[src/rtl/spq_pkg.sv]
// Shared types and codes for the stable priority queue.
// Request and result item structs, stored entry layout, state encoding.
// No dependencies.
`timescale 1ns / 1ps

package spq_pkg;

    localparam int ID_W   = 16;
    localparam int PRIO_W = 8;
    localparam int STAT_W = 2;
    localparam int OCC_W  = 5;

    localparam logic REQ_INSERT = 1'b0;
    localparam logic REQ_SERVE  = 1'b1;

    localparam logic [STAT_W-1:0] ST_INSERTED = 2'd0;
    localparam logic [STAT_W-1:0] ST_SERVED   = 2'd1;
    localparam logic [STAT_W-1:0] ST_EMPTY    = 2'd2;
    localparam logic [STAT_W-1:0] ST_FULL     = 2'd3;

    typedef struct packed {
        logic              req_type;
        logic [ID_W-1:0]   client_id;
        logic [PRIO_W-1:0] priority_req;
    } t_req;

    typedef struct packed {
        logic [STAT_W-1:0] status;
        logic [ID_W-1:0]   served_id;
        logic [PRIO_W-1:0] served_priority;
        logic [OCC_W-1:0]  occupancy;
    } t_res;

    typedef struct packed {
        logic [PRIO_W-1:0] prio;
        logic [ID_W-1:0]   id;
    } t_entry;

    localparam int ENTRY_W = $bits(t_entry);

    typedef enum logic [2:0] {
        S_IDLE,
        S_INS_RD,
        S_INS_CMP,
        S_INS_PUT,
        S_SRV_RD,
        S_SRV_OUT
    } t_state;

endpackage

[src/rtl/spq_ram.sv]
// Generic simple dual-port RAM: one write port, one read port, registered read.
// No dependencies.
`timescale 1ns / 1ps

module spq_ram #(
    parameter int WIDTH = 24,
    parameter int DEPTH = 16
) (
    input  logic                     i_clk,
    input  logic                     i_we,
    input  logic [$clog2(DEPTH)-1:0] i_waddr,
    input  logic [WIDTH-1:0]         i_wdata,
    input  logic [$clog2(DEPTH)-1:0] i_raddr,
    output logic [WIDTH-1:0]         o_rdata
);

    logic [WIDTH-1:0] r_mem [DEPTH];
    logic [WIDTH-1:0] r_rdata;

    always_ff @(posedge i_clk) begin
        if (i_we) begin
            r_mem[i_waddr] <= i_wdata;
        end
        r_rdata <= r_mem[i_raddr];
    end

    assign o_rdata = r_rdata;

endmodule

[src/rtl/stable_priority_queue.sv]
// Top level of the stable priority queue: sequencer, address unit, entry store.
// Depends on spq_pkg and spq_ram.
`timescale 1ns / 1ps

// Bounded stable priority queue. An item is taken when start is high and busy
// is low. An insert item places its client behind every held entry of equal or
// higher priority, so equal priorities leave first in, first out; a serve item
// removes the head. Every item gives exactly one result, shown for one cycle
// with o_valid high; the receiver cannot stall, so it must take the result in
// that cycle. Entries sit in a circular buffer in one RAM. A serve only moves
// the head pointer, stepping through accept, RAM read and result. An insert
// walks from the tail toward the head, one RAM read and one write per entry
// moved, so its length grows with the entries moved down, as set by the single
// read port and the shared compare. Insert into an empty queue, insert into a
// full one and serve on empty are answered straight from the idle state. The
// occupancy field is 5 bits wide, which covers DEPTH up to 31. No clearing pass
// follows reset: only entries inside the count are ever read.
module stable_priority_queue #(
    parameter int DEPTH = 16
) (
    input  logic          i_clk,
    input  logic          i_rst_n,
    input  logic          start,
    output logic          busy,
    input  spq_pkg::t_req i_req,
    output logic          o_valid,
    output spq_pkg::t_res o_res
);

    localparam int AW = $clog2(DEPTH);
    localparam int CW = $clog2(DEPTH + 1);

    spq_pkg::t_state r_state, n_state;
    logic [CW-1:0]   r_count, n_count;
    logic [AW-1:0]   r_head, n_head;
    logic [CW-1:0]   r_k, n_k;          // logical slot being filled
    spq_pkg::t_req   r_req, n_req;
    spq_pkg::t_res   r_res, n_res;
    logic            r_valid, n_valid;

    // shared address unit: physical = (head + offset) mod DEPTH
    logic [CW-1:0] a_off;
    logic [AW:0]   a_sum;
    logic [AW-1:0] a_phys;

    // RAM port signals
    logic            ram_we;
    spq_pkg::t_entry ram_wdata;
    spq_pkg::t_entry ram_rdata;
    spq_pkg::t_entry new_entry;

    assign a_sum  = (AW + 1)'(r_head) + (AW + 1)'(a_off);
    assign a_phys = (a_sum >= (AW + 1)'(DEPTH)) ? AW'(a_sum - (AW + 1)'(DEPTH))
                                                 : a_sum[AW-1:0];

    assign new_entry.prio = r_req.priority_req;
    assign new_entry.id   = r_req.client_id;

    spq_ram #(
        .WIDTH (spq_pkg::ENTRY_W),
        .DEPTH (DEPTH)
    ) u_store (
        .i_clk   (i_clk),
        .i_we    (ram_we),
        .i_waddr (a_phys),
        .i_wdata (ram_wdata),
        .i_raddr (a_phys),
        .o_rdata (ram_rdata)
    );

    always_ff @(posedge i_clk) begin
        if (!i_rst_n) begin
            r_state <= spq_pkg::S_IDLE;
            r_count <= '0;
            r_head  <= '0;
            r_k     <= '0;
            r_valid <= 1'b0;
        end else begin
            r_state <= n_state;
            r_count <= n_count;
            r_head  <= n_head;
            r_k     <= n_k;
            r_valid <= n_valid;
        end
    end

    // payload, no reset
    always_ff @(posedge i_clk) begin
        r_req <= n_req;
        r_res <= n_res;
    end

    always_comb begin
        n_state   = r_state;
        n_count   = r_count;
        n_head    = r_head;
        n_k       = r_k;
        n_req     = r_req;
        n_res     = r_res;
        n_valid   = 1'b0;
        a_off     = '0;
        ram_we    = 1'b0;
        ram_wdata = new_entry;

        unique case (r_state)
            spq_pkg::S_IDLE: begin
                if (start) begin
                    n_req                 = i_req;
                    n_res.served_id       = '0;
                    n_res.served_priority = '0;
                    n_res.occupancy       = spq_pkg::OCC_W'(r_count);
                    if (i_req.req_type == spq_pkg::REQ_INSERT) begin
                        if (r_count == CW'(DEPTH)) begin
                            n_res.status = spq_pkg::ST_FULL;
                            n_valid      = 1'b1;
                        end else if (r_count == '0) begin
                            // empty: write straight at the head
                            ram_we          = 1'b1;
                            ram_wdata.prio  = i_req.priority_req;
                            ram_wdata.id    = i_req.client_id;
                            n_count         = r_count + 1'b1;
                            n_res.status    = spq_pkg::ST_INSERTED;
                            n_res.occupancy = spq_pkg::OCC_W'(n_count);
                            n_valid         = 1'b1;
                        end else begin
                            n_k     = r_count;
                            n_state = spq_pkg::S_INS_RD;
                        end
                    end else begin
                        if (r_count == '0) begin
                            n_res.status = spq_pkg::ST_EMPTY;
                            n_valid      = 1'b1;
                        end else begin
                            n_state = spq_pkg::S_SRV_RD;
                        end
                    end
                end
            end

            spq_pkg::S_INS_RD: begin
                a_off   = r_k - 1'b1;
                n_state = spq_pkg::S_INS_CMP;
            end

            spq_pkg::S_INS_CMP: begin
                a_off  = r_k;
                ram_we = 1'b1;
                if (ram_rdata.prio < r_req.priority_req) begin
                    // new item goes ahead: move this entry one slot back
                    ram_wdata = ram_rdata;
                    n_k       = r_k - 1'b1;
                    n_state   = (r_k == CW'(1)) ? spq_pkg::S_INS_PUT
                                                : spq_pkg::S_INS_RD;
                end else begin
                    n_count         = r_count + 1'b1;
                    n_res.status    = spq_pkg::ST_INSERTED;
                    n_res.occupancy = spq_pkg::OCC_W'(n_count);
                    n_valid         = 1'b1;
                    n_state         = spq_pkg::S_IDLE;
                end
            end

            spq_pkg::S_INS_PUT: begin
                a_off           = r_k;
                ram_we          = 1'b1;
                n_count         = r_count + 1'b1;
                n_res.status    = spq_pkg::ST_INSERTED;
                n_res.occupancy = spq_pkg::OCC_W'(n_count);
                n_valid         = 1'b1;
                n_state         = spq_pkg::S_IDLE;
            end

            spq_pkg::S_SRV_RD: begin
                a_off   = '0;
                n_state = spq_pkg::S_SRV_OUT;
            end

            spq_pkg::S_SRV_OUT: begin
                a_off                 = CW'(1);
                n_head                = a_phys;
                n_count               = r_count - 1'b1;
                n_res.status          = spq_pkg::ST_SERVED;
                n_res.served_id       = ram_rdata.id;
                n_res.served_priority = ram_rdata.prio;
                n_res.occupancy       = spq_pkg::OCC_W'(n_count);
                n_valid               = 1'b1;
                n_state               = spq_pkg::S_IDLE;
            end

            default: begin
                n_state = spq_pkg::S_IDLE;
            end
        endcase
    end

    assign busy    = (r_state != spq_pkg::S_IDLE);
    assign o_valid = r_valid;
    assign o_res   = r_res;

`ifndef SYNTH
    // count never passes the store size
    a_count_bound: assert property (@(posedge i_clk) disable iff (!i_rst_n)
        r_count <= CW'(DEPTH))
        else $error("entry count above DEPTH");

    // a RAM read cycle never produces a result the next cycle
    a_rd_no_res: assert property (@(posedge i_clk) disable iff (!i_rst_n)
        (r_state == spq_pkg::S_INS_RD || r_state == spq_pkg::S_SRV_RD) |=> !o_valid)
        else $error("result during RAM read");

    // reported occupancy matches the held count
    a_occ_match: assert property (@(posedge i_clk) disable iff (!i_rst_n)
        o_valid |-> (o_res.occupancy == spq_pkg::OCC_W'(r_count)))
        else $error("occupancy mismatch");

    // a served result removes exactly one entry
    a_serve_dec: assert property (@(posedge i_clk) disable iff (!i_rst_n)
        (o_valid && o_res.status == spq_pkg::ST_SERVED && $past(i_rst_n))
            |-> (r_count == CW'($past(r_count) - 1'b1)))
        else $error("serve did not drop count by one");
`endif

endmodule
[config.mk]
export PLATFORM = sky130hd
export DESIGN_NAME = stable_priority_queue
export DESIGN_NICKNAME = d
export VERILOG_FILES = /design/src/rtl/spq_pkg.sv /design/src/rtl/spq_ram.sv /design/src/rtl/stable_priority_queue.sv
export SDC_FILE = /design/constraint.sdc
export NUM_CORES = 1
export LEC_CHECK = 0
export ABC_AREA = 1
export BUFFER_PORTS_ARGS = -buffer_cell sky130_fd_sc_hd__buf_2
export CAP_MARGIN = 20
export CORE_ASPECT_RATIO = 1.2
export CORE_MARGIN = 5
export CORE_UTILIZATION = 35
export CTS_CLUSTER_DIAMETER = 120
export DETAILED_ROUTE_END_ITERATION = 10
export HOLD_SLACK_MARGIN = 0.12
export PLACE_DENSITY_LB_ADDON = 0.2
export SYNTH_ARGS = -nofsm -noshare
export SYNTH_HDL_FRONTEND = slang
export SYNTH_HIERARCHICAL = 1
export SYNTH_SLANG_ARGS = --single-unit
export TNS_END_PERCENT = 10
[constraint.sdc]
create_clock -name i_clk -period 4.25 [get_ports i_clk]
set_input_delay 0.85 -clock i_clk [delete_from_list [all_inputs] [get_ports i_clk]]
set_output_delay 0.85 -clock i_clk [all_outputs]
set_load 0.03 [all_outputs]
==> metrics <==
clock latency on the worst-skew pair 0.60 ns; Combinational Power Share 0.361; final-report hold violation count 0; Routed Antenna Nets 0; share of cells above drive strength 1 0.0993; buffers plus inverters on the worst setup path 2; switching power share of the total 0.397; FMAX 256 MHz; crit path max fanout 24; CP Launch Type flop; Required @ worst endpoint 4.47 ns; relative slew slack 0.368; Detailed Routing Iterations Pass 1 5; postcts setup bufs 0; DRT Wirelength 57000 um; initial core utilization 0.354; post-synthesis sequential area ratio 0.649; Post-Syn Instances 2231; CP Capture Type flop; PostCTS Resize Cnt 0; final worst-path cycle share 0.918; DR DRC count 0; ys flop type edfxtp_1; Root Buffer Master clkbuf_16; DP Wirelength 36100 um; Synth-to-Final Area Change 13.3%; setup TNS 0 ns; hold buffers post-CTS 0; crit path time final 3.90 ns; ys async rst share 0; maximum capacitance violations 0; die area 0.0668 mm^2; vias per cell 4.78; Sinks on Clock Net 481; cell mode on critical path nand2_1; Post-Syn Nets 2274; clock skew 0.0179 ns; Synth cell types 37; CTS tree yes; FF/Latch Area 0.0140 mm^2; most common cell after layout, fill and taps aside nand2_1; row count 99; Crit path max-delay family simple AND/OR/NAND/NOR gates; peak supply drop 0.372 mV; CTS Buffer Depth 3; max incr delay on CP 0.75 ns; Avg WL per Cell 18.2 um; Post-synth EDFFs 439; largest net degree at the start of global routing 156; H-tree depth 2; vias after detailed routing 14900; Die W 237 um; GPL Wtd Cong 0.842; first-pass GRT wire length 87400 um; # fillers 5973; final setup vio count 0; outcome finished, final reports clean; CP arrival 4.12 ns; Sequential Power Share 0.402; grt total ovfl 0; Die Y-Extent 282 um; Yosys Warn Count 6; Port-buffer cells 60; most frequent cells in the layout nand2_1 (750), edfxtp_1 (439), inv_1 (358); P_leak 10.5 nW; cell chain of the critical path nand2_1 > nor2_1 > inv_1 > o21ai_0 > ha_1 > a21oi_1 > nand2_1 > or2_2 > nand2_1 > nand3_1 > nand2_1 > inv_1 > nand3b_1 > nor2_4; fin nets 2320; NetSw 6.89 mW; GRT Overall Usage 0.167; Critical Path Slowest Stage Cell nor2_4; Worst Hold Slack 0.444 ns; Slew @ Worst Pin 0.948 ns; Hold Path Class in2reg; internal power 10.4 mW; clock share of power 0.237; initial antenna violation count 2; RSZ-0062 raised after global routing false; fin. max-slew vios 0; vias in the first global route 14400; Clock Pin Slew Worst Setup and Hold Paths 0.06 ns; TritonCTS Buffers 49; Post-Syn Area 0.0216 mm^2; mean post-synth cell area 9.68 um^2; worst setup path class reg2reg; synthesized flop and latch total 481; Ports 61; DR iter-0 viols 1020; Power Density 708 mW/mm^2; Pwr Total 17.3 mW; multi-input logic area 0.00580 mm^2; core box area 0.0609 mm^2
==> synth_stat cells (2+ instances only) <==
cell	n	area (um^2)
clkbuf_1	23	86.3
nand4_1	25	156
buf_1	11	41.3
xnor2_1	2	17.5
dfxtp_1	42	841
o21ai_0	17	85.1
nand3b_1	3	22.5
nor2_4	3	33.8
a21oi_1	19	95.1
xor2_1	2	17.5
or2_2	18	113
nand2_4	3	33.8
buf_4	19	143
inv_2	7	26.3
nor2_1	75	282
nand3_1	329	1650
buf_2	52	260
edfxtp_1	439	13200
o21a_1	2	15.0
ha_1	14	175
inv_1	360	1350
nand2_1	750	2820
nand3_2	2	20.0
==> through the flow <==
step	instance area, um^2	utilization	instances	setup WS [ns]
final	24500	0.402	3125	0.347
after global routing	24500	0.402	3124	0.0936
after CTS	24500	0.402	3124	0.361
after detailed placement	23000	0.377	3034	0.391
after global placement	23000	0.377	3034	0.425
after floorplan	21600	-	2231	0.478
==> metal layers <==
| metal | wire length [um] | up-vias | track usage | part of all wire |
|---|---|---|---|---|
| met5 | 0 | - | 0 | 0 |
| li1 | - | 7275 | - | - |
| met2 | 27400 | 433 | 0.283 | 0.48 |
| met1 | 24800 | 7149 | 0.222 | 0.43 |
| met4 | 1400 | 0 | 0.0444 | 0.025 |
| met3 | 3400 | 77 | 0.0310 | 0.060 |
==> cell type report <==
class / instances / area share
inverter: 369 / 0.0571
sequential: 481 / 0.573
antenna: 1 / 0.000102
timing repair buffer: 100 / 0.0302
clock inverter: 29 / 0.00823
multi-input combinational: 1276 / 0.237
clock buffer: 61 / 0.0532
tap: 808 / 0.0413
==> kinds of logic after synthesis <==
kind of cell | count (synthesis) | share of synthesized area
compound gates | 43 | 0.0109
xor+xnor | 4 | 0.00162
fa+ha+maj | 15 | 0.00904
buf+inv | 474 | 0.0889
flops | 481 | 0.649
simple gates | 1214 | 0.240
==> power groups by stage <==
stage	logic [mW]	registers (mW)	clock network, mW
2_1_floorplan	3.80	7.08	0
3_3_place_gp	6.30	7.06	0
3_5_place_dp	6.33	7.07	0
4_1_cts	6.35	6.97	4.22
5_1_grt	6.96	7.02	4.42
6_report	6.27	6.97	4.11
==> path summary, 6_finish.rpt <==
kind	endpoint	startpoint	slack [ns]	depth (start not counted)
setup / recovery	u_store/r_mem[4][19]	r_state[0]	0.35	14
hold / removal	new_entry[13]	i_req[21]	0.44	1
setup reg to reg	u_store/r_mem[4][19]	r_state[0]	0.35	14
hold reg to reg	r_k[1]	r_k[1]	0.51	2
==> flip-flops by register name, summed over array words and instances (netlist names) <==
register and flops:
o_res 31, r_state 3, r_head 4, new_entry 24, r_count 5, r_k 5, u_store/o_rdata 24, o_valid 1
u_store/r_mem 384
(Power assumes the default switching activity.)
